`src/hdl/acp_pkg.sv`:
```
// Shared types, codes and helpers for the ANSI escape console parser.
`default_nettype none

package acp_pkg;

    // Width of the cursor move count
    localparam int COUNT_BITS = 12;
    localparam logic [COUNT_BITS-1:0] COUNT_MAX = {COUNT_BITS{1'b1}};

    // Attribute after reset and after "ESC [ 0 m": white on black
    localparam logic [7:0] ATTR_DEFAULT = 8'h0F;

    // Byte codes the parser looks for
    localparam logic [7:0] ASC_ESC      = 8'h1B;
    localparam logic [7:0] ASC_LBRACKET = 8'h5B;
    localparam logic [7:0] ASC_QUESTION = 8'h3F;
    localparam logic [7:0] ASC_ZERO     = 8'h30;
    localparam logic [7:0] ASC_TWO      = 8'h32;
    localparam logic [7:0] ASC_THREE    = 8'h33;
    localparam logic [7:0] ASC_FOUR     = 8'h34;
    localparam logic [7:0] ASC_SIX      = 8'h36;
    localparam logic [7:0] ASC_NINE     = 8'h39;
    localparam logic [7:0] ASC_UP_A     = 8'h41;
    localparam logic [7:0] ASC_UP_B     = 8'h42;
    localparam logic [7:0] ASC_UP_C     = 8'h43;
    localparam logic [7:0] ASC_UP_D     = 8'h44;
    localparam logic [7:0] ASC_UP_H     = 8'h48;
    localparam logic [7:0] ASC_UP_J     = 8'h4A;
    localparam logic [7:0] ASC_UP_K     = 8'h4B;
    localparam logic [7:0] ASC_LO_H     = 8'h68;
    localparam logic [7:0] ASC_LO_L     = 8'h6C;
    localparam logic [7:0] ASC_LO_M     = 8'h6D;
    localparam logic [7:0] ASC_LO_S     = 8'h73;
    localparam logic [7:0] ASC_LO_U     = 8'h75;

    // Parameter bytes span 0x30..0x3F
    localparam logic [3:0] PARAM_HI_NIBBLE = 4'h3;

    // Saturation point of the parameter length
    localparam logic [2:0] LEN_MAX = 3'd7;

    // Blink sequence "?25": three bytes, digit value 25
    localparam logic [2:0]            BLINK_LEN   = 3'd3;
    localparam logic [COUNT_BITS-1:0] BLINK_VALUE = COUNT_BITS'(25);

    typedef enum logic [3:0] {
        CMD_PRINT     = 4'd0,
        CMD_UP        = 4'd1,
        CMD_DOWN      = 4'd2,
        CMD_RIGHT     = 4'd3,
        CMD_LEFT      = 4'd4,
        CMD_HOME      = 4'd5,
        CMD_CLEAR     = 4'd6,
        CMD_SAVE      = 4'd7,
        CMD_RESTORE   = 4'd8,
        CMD_ERASE     = 4'd9,
        CMD_BLINK_ON  = 4'd10,
        CMD_BLINK_OFF = 4'd11
    } cmd_t;

    typedef enum logic [1:0] {
        PH_IDLE = 2'd0,
        PH_ESC  = 2'd1,
        PH_CSI  = 2'd2
    } phase_t;

    typedef struct packed {
        logic [7:0] text_byte;
        logic       first;
        logic [7:0] start_color;
    } in_item_t;

    typedef struct packed {
        cmd_t                  command;
        logic [7:0]            glyph;
        logic [7:0]            attribute;
        logic [COUNT_BITS-1:0] move_count;
    } out_item_t;

    // Collected parameters of the open control sequence
    typedef struct packed {
        logic [7:0]            lead;
        logic [7:0]            second;
        logic [2:0]            len;
        logic [COUNT_BITS-1:0] acc;
        logic                  tail_digits;
    } seq_ctx_t;

    // Verdict on a finished control sequence
    typedef struct packed {
        logic                  fire;
        cmd_t                  command;
        logic [COUNT_BITS-1:0] count;
        logic [7:0]            attr;
    } seq_dec_t;

    function automatic logic is_digit(input logic [7:0] b);
        return (b >= ASC_ZERO) && (b <= ASC_NINE);
    endfunction

    // SGR digit to 3-bit color code
    function automatic logic [2:0] color_code(input logic [7:0] d);
        logic [2:0] n;
        n = 3'd7;
        if (d >= ASC_ZERO && d <= ASC_SIX) begin
            case (d[2:0])
                3'd0:    n = 3'd0;
                3'd1:    n = 3'd4;
                3'd2:    n = 3'd2;
                3'd3:    n = 3'd6;
                3'd4:    n = 3'd1;
                3'd5:    n = 3'd5;
                3'd6:    n = 3'd3;
                default: n = 3'd7;
            endcase
        end
        return n;
    endfunction

endpackage

`default_nettype wire

```
`src/hdl/acp_seq_decode.sv`:
```
// Decoder for a finished control sequence: command, count and new attribute.
`default_nettype none

module acp_seq_decode
    import acp_pkg::*;
(
    input  wire logic [7:0] final_byte,
    input  wire seq_ctx_t   ctx,
    input  wire logic [7:0] attr,
    output seq_dec_t        dec
);

    logic [2:0] color;
    logic       lead_digit;

    assign color      = color_code(ctx.second);
    assign lead_digit = is_digit(ctx.lead);

    always_comb
    begin
        dec.fire    = 1'b0;
        dec.command = CMD_PRINT;
        dec.count   = '0;
        dec.attr    = attr;

        // Bare single-letter sequences
        if (ctx.len == 3'd0 && (final_byte == ASC_LO_S || final_byte == ASC_LO_U ||
                                final_byte == ASC_UP_K || final_byte == ASC_UP_H)) begin
            dec.fire = 1'b1;
            unique case (final_byte)
                ASC_LO_S: dec.command = CMD_SAVE;
                ASC_LO_U: dec.command = CMD_RESTORE;
                ASC_UP_K: dec.command = CMD_ERASE;
                default:  dec.command = CMD_HOME;
            endcase
        end
        // Cursor moves with an optional decimal count
        else if (final_byte >= ASC_UP_A && final_byte <= ASC_UP_D && ctx.tail_digits &&
                 (ctx.len == 3'd0 || lead_digit)) begin
            dec.fire  = 1'b1;
            dec.count = ctx.acc;
            unique case (final_byte)
                ASC_UP_A: dec.command = CMD_UP;
                ASC_UP_B: dec.command = CMD_DOWN;
                ASC_UP_C: dec.command = CMD_RIGHT;
                default:  dec.command = CMD_LEFT;
            endcase
        end
        // "?25" blink control; other finals drop it
        else if (ctx.len == BLINK_LEN && ctx.lead == ASC_QUESTION && ctx.tail_digits &&
                 ctx.acc == BLINK_VALUE) begin
            if (final_byte == ASC_LO_L) begin
                dec.fire    = 1'b1;
                dec.command = CMD_BLINK_ON;
            end
            else if (final_byte == ASC_LO_H) begin
                dec.fire    = 1'b1;
                dec.command = CMD_BLINK_OFF;
            end
        end
        // Two-byte color select, no output
        else if (ctx.len == 3'd2 && final_byte == ASC_LO_M &&
                 (ctx.lead == ASC_THREE || ctx.lead == ASC_NINE || ctx.lead == ASC_FOUR)) begin
            case (ctx.lead)
                ASC_THREE: dec.attr = {attr[7:4], 1'b0, color};
                ASC_NINE:  dec.attr = {attr[7:4], 1'b1, color};
                default:   dec.attr = {1'b0, color, attr[3:0]};
            endcase
        end
        // Color reset
        else if (ctx.len == 3'd1 && ctx.lead == ASC_ZERO && final_byte == ASC_LO_M) begin
            dec.attr = ATTR_DEFAULT;
        end
        // Clear screen
        else if (ctx.len == 3'd1 && ctx.lead == ASC_TWO && final_byte == ASC_UP_J) begin
            dec.fire    = 1'b1;
            dec.command = CMD_CLEAR;
        end
    end

endmodule

`default_nettype wire

```
`src/hdl/ansi_escape_console_parser.sv`:
```
// Top level: ANSI escape console parser with input and result registers.
//
//  Channel  Handshake               Payload      Direction
//  byte     byte_valid/byte_stall   in_item_t    in: console text, one byte per item
//  cmd      cmd_valid/cmd_stall     out_item_t   out: print and cursor commands
//
//  One byte item per cycle unless cmd stalls; cmd_valid comes from the result register.
//  The parse state updates as an item moves from the input register to the result register.
//  Bytes that only change state (escape prefixes, parameters, colors) give no result item.
//  A stall on cmd holds the result register and, through it, the input register.
//  rst_n clears the attribute to white on black and the parser to plain text.
`default_nettype none

module ansi_escape_console_parser
    import acp_pkg::*;
(
    input  wire logic      clk,
    input  wire logic      rst_n,
    input  wire logic      byte_valid,
    output logic           byte_stall,
    input  wire in_item_t  byte_item,
    output logic           cmd_valid,
    input  wire logic      cmd_stall,
    output out_item_t      cmd_item
);

    localparam int ACC_W = COUNT_BITS + 4;

    // Input register
    logic      hold_valid_reg;
    in_item_t  hold_reg;

    // Result register
    logic      out_valid_reg;
    out_item_t out_reg;

    // Parse state
    logic [7:0]            attr_reg,   attr_next;
    phase_t                phase_reg,  phase_next;
    logic [7:0]            lead_reg,   lead_next;
    logic [7:0]            second_reg, second_next;
    logic [2:0]            len_reg,    len_next;
    logic [COUNT_BITS-1:0] acc_reg,    acc_next;
    logic                  tail_reg,   tail_next;

    logic       advance;
    logic       emit;
    out_item_t  emit_item;
    logic [7:0] attr_cur;
    phase_t     phase_cur;
    logic [7:0] b;
    logic       b_digit;
    logic [ACC_W-1:0] acc_ext;
    logic [ACC_W-1:0] acc_sum;
    seq_ctx_t   ctx;
    seq_dec_t   dec;

    // Handshake
    assign advance    = hold_valid_reg && (!out_valid_reg || !cmd_stall);
    assign byte_stall = hold_valid_reg && !advance;
    assign cmd_valid  = out_valid_reg;
    assign cmd_item   = out_reg;

    // Decimal accumulate: acc*10 + digit, saturating
    assign b       = hold_reg.text_byte;
    assign b_digit = is_digit(b);
    assign acc_ext = ACC_W'(acc_reg);
    assign acc_sum = (acc_ext << 3) + (acc_ext << 1) + ACC_W'(b[3:0]);

    assign attr_cur  = hold_reg.first ? hold_reg.start_color : attr_reg;
    assign phase_cur = hold_reg.first ? PH_IDLE : phase_reg;

    assign ctx = '{lead: lead_reg, second: second_reg, len: len_reg,
                   acc: acc_reg, tail_digits: tail_reg};

    acp_seq_decode u_decode (
        .final_byte (b),
        .ctx        (ctx),
        .attr       (attr_cur),
        .dec        (dec)
    );

    // Next parse state and result
    always_comb
    begin
        attr_next   = attr_cur;
        phase_next  = phase_cur;
        lead_next   = lead_reg;
        second_next = second_reg;
        len_next    = len_reg;
        acc_next    = acc_reg;
        tail_next   = tail_reg;
        emit        = 1'b0;
        emit_item   = '{command: CMD_PRINT, glyph: 8'h00, attribute: attr_cur,
                        move_count: '0};

        unique case (phase_cur)
            PH_ESC:
            begin
                if (b == ASC_LBRACKET) begin
                    phase_next  = PH_CSI;
                    lead_next   = 8'h00;
                    second_next = 8'h00;
                    len_next    = 3'd0;
                    acc_next    = '0;
                    tail_next   = 1'b1;
                end
                else begin
                    phase_next = PH_IDLE;
                end
            end
            PH_CSI:
            begin
                if (b[7:4] == PARAM_HI_NIBBLE) begin
                    if (len_reg == 3'd0) begin
                        lead_next = b;
                    end
                    else begin
                        if (len_reg == 3'd1) begin
                            second_next = b;
                        end
                        if (!b_digit) begin
                            tail_next = 1'b0;
                        end
                    end
                    if (len_reg != LEN_MAX) begin
                        len_next = len_reg + 3'd1;
                    end
                    if (b_digit) begin
                        acc_next = (acc_sum > ACC_W'(COUNT_MAX)) ? COUNT_MAX
                                                                 : acc_sum[COUNT_BITS-1:0];
                    end
                end
                else if (b == ASC_ESC) begin
                    phase_next = PH_ESC;
                end
                else begin
                    phase_next = PH_IDLE;
                    attr_next  = dec.attr;
                    emit       = dec.fire;
                    emit_item  = '{command: dec.command, glyph: 8'h00, attribute: attr_cur,
                                   move_count: dec.count};
                end
            end
            default:
            begin
                // Plain text, also for the unused phase code
                if (b == ASC_ESC) begin
                    phase_next = PH_ESC;
                end
                else begin
                    phase_next = PH_IDLE;
                    emit       = 1'b1;
                    emit_item  = '{command: CMD_PRINT, glyph: b, attribute: attr_cur,
                                   move_count: '0};
                end
            end
        endcase
    end

    // Control and state registers
    always_ff @(posedge clk or negedge rst_n)
    begin
        if (!rst_n) begin
            hold_valid_reg <= 1'b0;
            out_valid_reg  <= 1'b0;
            attr_reg       <= ATTR_DEFAULT;
            phase_reg      <= PH_IDLE;
            lead_reg       <= 8'h00;
            second_reg     <= 8'h00;
            len_reg        <= 3'd0;
            acc_reg        <= '0;
            tail_reg       <= 1'b1;
        end
        else begin
            if (!byte_stall) begin
                hold_valid_reg <= byte_valid;
            end
            if (advance) begin
                out_valid_reg <= emit;
                attr_reg      <= attr_next;
                phase_reg     <= phase_next;
                lead_reg      <= lead_next;
                second_reg    <= second_next;
                len_reg       <= len_next;
                acc_reg       <= acc_next;
                tail_reg      <= tail_next;
            end
            else if (!cmd_stall) begin
                out_valid_reg <= 1'b0;
            end
        end
    end

    // Payload registers
    always_ff @(posedge clk)
    begin
        if (byte_valid && !byte_stall) begin
            hold_reg <= byte_item;
        end
        if (advance && emit) begin
            out_reg <= emit_item;
        end
    end

    // A byte that yields a command shows it in the next cycle
    a_emit_to_out: assert property (@(posedge clk) disable iff (!rst_n)
        (advance && emit) |=> cmd_valid)
        else $error("result lost after emit");

    // A held input byte stays until it moves on
    a_hold_kept: assert property (@(posedge clk) disable iff (!rst_n)
        (hold_valid_reg && !advance) |=> hold_valid_reg)
        else $error("held byte dropped");

    // Only print commands carry a glyph
    a_glyph_print: assert property (@(posedge clk) disable iff (!rst_n)
        (cmd_valid && cmd_item.command != CMD_PRINT) |-> (cmd_item.glyph == 8'h00))
        else $error("glyph on non-print command");

    // Only cursor moves carry a count
    a_count_move: assert property (@(posedge clk) disable iff (!rst_n)
        (cmd_valid && cmd_item.move_count != '0) |->
            (cmd_item.command == CMD_UP || cmd_item.command == CMD_DOWN ||
             cmd_item.command == CMD_RIGHT || cmd_item.command == CMD_LEFT))
        else $error("count on non-move command");

endmodule

`default_nettype wire

```
`config.mk`:
```
export PLATFORM = sky130hd
export DESIGN_NAME = ansi_escape_console_parser
export DESIGN_NICKNAME = d
export VERILOG_FILES = /design/src/hdl/acp_pkg.sv /design/src/hdl/acp_seq_decode.sv /design/src/hdl/ansi_escape_console_parser.sv
export SDC_FILE = /design/constraint.sdc
export NUM_CORES = 1
export LEC_CHECK = 0
export BUFFER_PORTS_ARGS = -buffer_cell sky130_fd_sc_hd__buf_2
export CORE_ASPECT_RATIO = 0.7
export CORE_UTILIZATION = 30
export DETAILED_ROUTE_END_ITERATION = 12
export PLACE_DENSITY = 0.56
export SLEW_MARGIN = 20
export SYNTH_ARGS = -nofsm -noshare
export SYNTH_HDL_FRONTEND = slang
export SYNTH_SLANG_ARGS = --single-unit
```
`constraint.sdc`:
```
create_clock -name clk -period 6.37 [get_ports clk]
set_input_delay 0.637 -clock clk [delete_from_list [all_inputs] [get_ports clk]]
set_output_delay 0.637 -clock clk [all_outputs]
set_load 0.02 [all_outputs]
```
==> impl_metrics.toml <==
[logic_synthesis]
synth_top_flop_cell = "edfxtp_1"
ys_seq_area_share_pct = 50.1
syn_avg_cell_area_sq_um = 11.0
ys_types = 68
syn_inst = 466
async_flop_share_pct = 47.3
syn_nets = 520
synth_edf_count = 49
yosys_warnings = 0
yosysTopAreaCellShare_pct = 28.6
netlist_area_sq_um = 5140
ys_ff_latch = 93
synth_top_area_cell = "edfxtp_1"
ys_top_cells_by_area = "edfxtp_1 29%, dfrtp_1 19%, ha_1 7.5%"

[grt]
grt_max_degree = 45
track_usage_pct = 14.4
grt_pass1_wl_um = 19600
antenna_found_initial = 1
grt_pass1_vias = 3746
grt_overflow_total = 0

[worst_setup_path]
cp_cell_sequence = "fa_1 -> fa_1 -> a21oi_1 -> o2111ai_1 -> a41o_1 -> or2_2 -> a211oi_1 -> o21ai_1"
path_delay_family = "compound AO/OA/AOI/OAI gates"
critPathKind = "reg2reg"
worstPathBufferInverterCount = 0
max_stage_delay_ps = 610
crit_top_cell = "fa_1"
reg2reg_from = "b[3]"
arrival_ps = 3530
cp_max_fo = 12
critPathSlowestCell = "edfxtp_1"
crit_start = "b[3]"
worstPathRequired_ps = 6570
end_kind = "flop"
startpoint_type = "flop"

[clocking]
postCtsSetupRepairBufs = 0
cts_buffers = 9
cts_root_buf = "clkbuf_16"
cts-hold-fix-buffers = 0
h-tree-depth = 3
worstSkewPairLatency_ps = 340
cts.sinks = 93
cts_max_path_buffers = 2
clk_pin_slew_ps = 60
cts_tree = "built"
cts_resized = 0

[power]
ir_worst_vdd_mv = 0.167
power.leakage_nw = 2.40
p_per_area_nw_per_um2 = 225

[die]
initial_core_util_pct = 31.1
die_area_sq_um = 17700
fp-row-count = 39
die_h_um = 112
coreArea_sq_um = 16500
die_x_um = 159
io-pin-count = 55

[placement]
post_dp_cell_area_sq_um = 5630
gp_congestion = 0.837
io_buffers = 54
dpl.hpwl_um = 9090

[final_layout]
most-common-layout-cells = "53 x buf_2, 49 x edfxtp_1, 39 x nand2_1, 39 x dfrtp_1, 31 x ha_1"
final_area_sq_um = 5910
fin_nets = 565
layout_commonest_cell = "buf_2"
diodes = 0
syn_to_final_growth_pct = 15.0
drive_gt1_share_pct = 18.4
largest_reg_flops = 32

[routing]
vias_per_cell = 5.17
vias = 3832
routedWlPerCell_um = 16.4
drt-total-wl_um = 12100
drtIter0Drc = 298
drc = 0
drtPass1Iterations = 5
postRouteAntennaNets = 0

[timing]
maxSlewHeadroom_pct = 44.1
worst_pin_slew_ps = 838
period_share_pct = 52.2
drv_slew = 0
setup_viol = 0
finClkSkew_ps = 5.98
clock.fmax_ghz = 0.301
whs_ps = 288
grt_setup_unrepaired = "false"
fin_crit_ps = 3320
hold_viol = 0
fin_setup_tns_ps = 0

[min_path]
worstHoldPathType = "in2async"

[flow_run]
maxCapViolCount = 0

[run_status]
status = "finished clean"
==> layout make-up <==
cell class / instances / area [sq um]
fill: 1635 / 10600
sequential: 93 / 2580
multi-input combinational: 335 / 2430
tap: 225 / 282
timing repair buffer: 55 / 280
clock buffer: 15 / 279
inverter: 17 / 63.8
clock inverter: 1 / 5.00
==> path summary, 6_finish.rpt <==
| path | end | slack, ps | depth (start not counted) |
|---|---|---|---|
| max | acc_reg[3] | 3050 | 8 |
| min | cmd_valid | 290 | 1 |
| max reg2reg | acc_reg[3] | 3050 | 8 |
| min reg2reg | second_reg[6] | 480 | 1 |
| max in group asynchronous | acc_reg[2] | 5680 | 1 |
| min in group clk | hold_reg[0] | 470 | 1 |
==> logic make-up (layout without fill, tap and decap cells) <==
| logic type | count (synthesis) | in the layout | synth area share, % |
|---|---|---|---|
| AO/OA/AOI/OAI | 119 | 119 | 16.5 |
| XOR/XNOR | 10 | 10 | 1.70 |
| adder cells (fa/ha/maj) | 34 | 34 | 8.51 |
| buffers and inverters | 38 | 88 | 3.09 |
| flip-flops | 93 | 93 | 50.1 |
| multiplexers | 8 | 8 | 1.75 |
| AND/OR/NAND/NOR | 164 | 164 | 18.3 |
==> power breakdown <==
part,total (mW),internal (mW),leakage [nW],switching [mW]
Sequential,0.708,0.683,1.05,0.0246
Clock,0.503,0.299,0.139,0.205
Combinational,0.119,0.0432,1.20,0.0760
Total,1.33,1.02,2.40,0.305
==> synthesized netlist by cell type (all sizes together) (5+ instances only) <==
library cell  count
a211oi           13
a21o             11
a21oi            18
a31oi             5
and2             27
buf               7
clkbuf           14
dfrtp            39
dfstp             5
edfxtp           49
ha               31
inv              17
mux2              8
nand2            39
nand3             6
nand4             5
nor2             24
nor2b             7
nor3             15
nor4              5
o211ai            6
o21ai            31
or3               5
or4               5
xnor2             6
==> worst reg2reg max path: cells and delay by family, from the launching register on <==
kind                       cells  cell delay, ps
AOI/OAI and AO/OA              5            1160
adders and majority gates      2            1090
DFF                            1             610
and+or+nand+nor                1             340
==> per-layer routing <==
metal	share of wire, %	up-vias	GRT usage [%]
met5	0.11	-	0
li1	-	1836	-
met1	51	1869	20.9
met2	42	112	20.9
met4	1.2	2	3.91
met3	5.5	13	3.66
==> through the flow <==
stage | worst slack (ps) | instances | utilization (%) | total power, mW
global placement | 3060 | 725 | 34.0 | 0.836
floorplan | 1610 | 466 | - | 0.789
CTS | 3080 | 741 | 35.7 | 1.35
finish | 3050 | 741 | 35.8 | 1.33
detailed placement | 3110 | 725 | 34.0 | 0.840
global route | 2930 | 741 | 35.8 | 1.39
No activity file was read; power rests on OpenSTA's default activity.
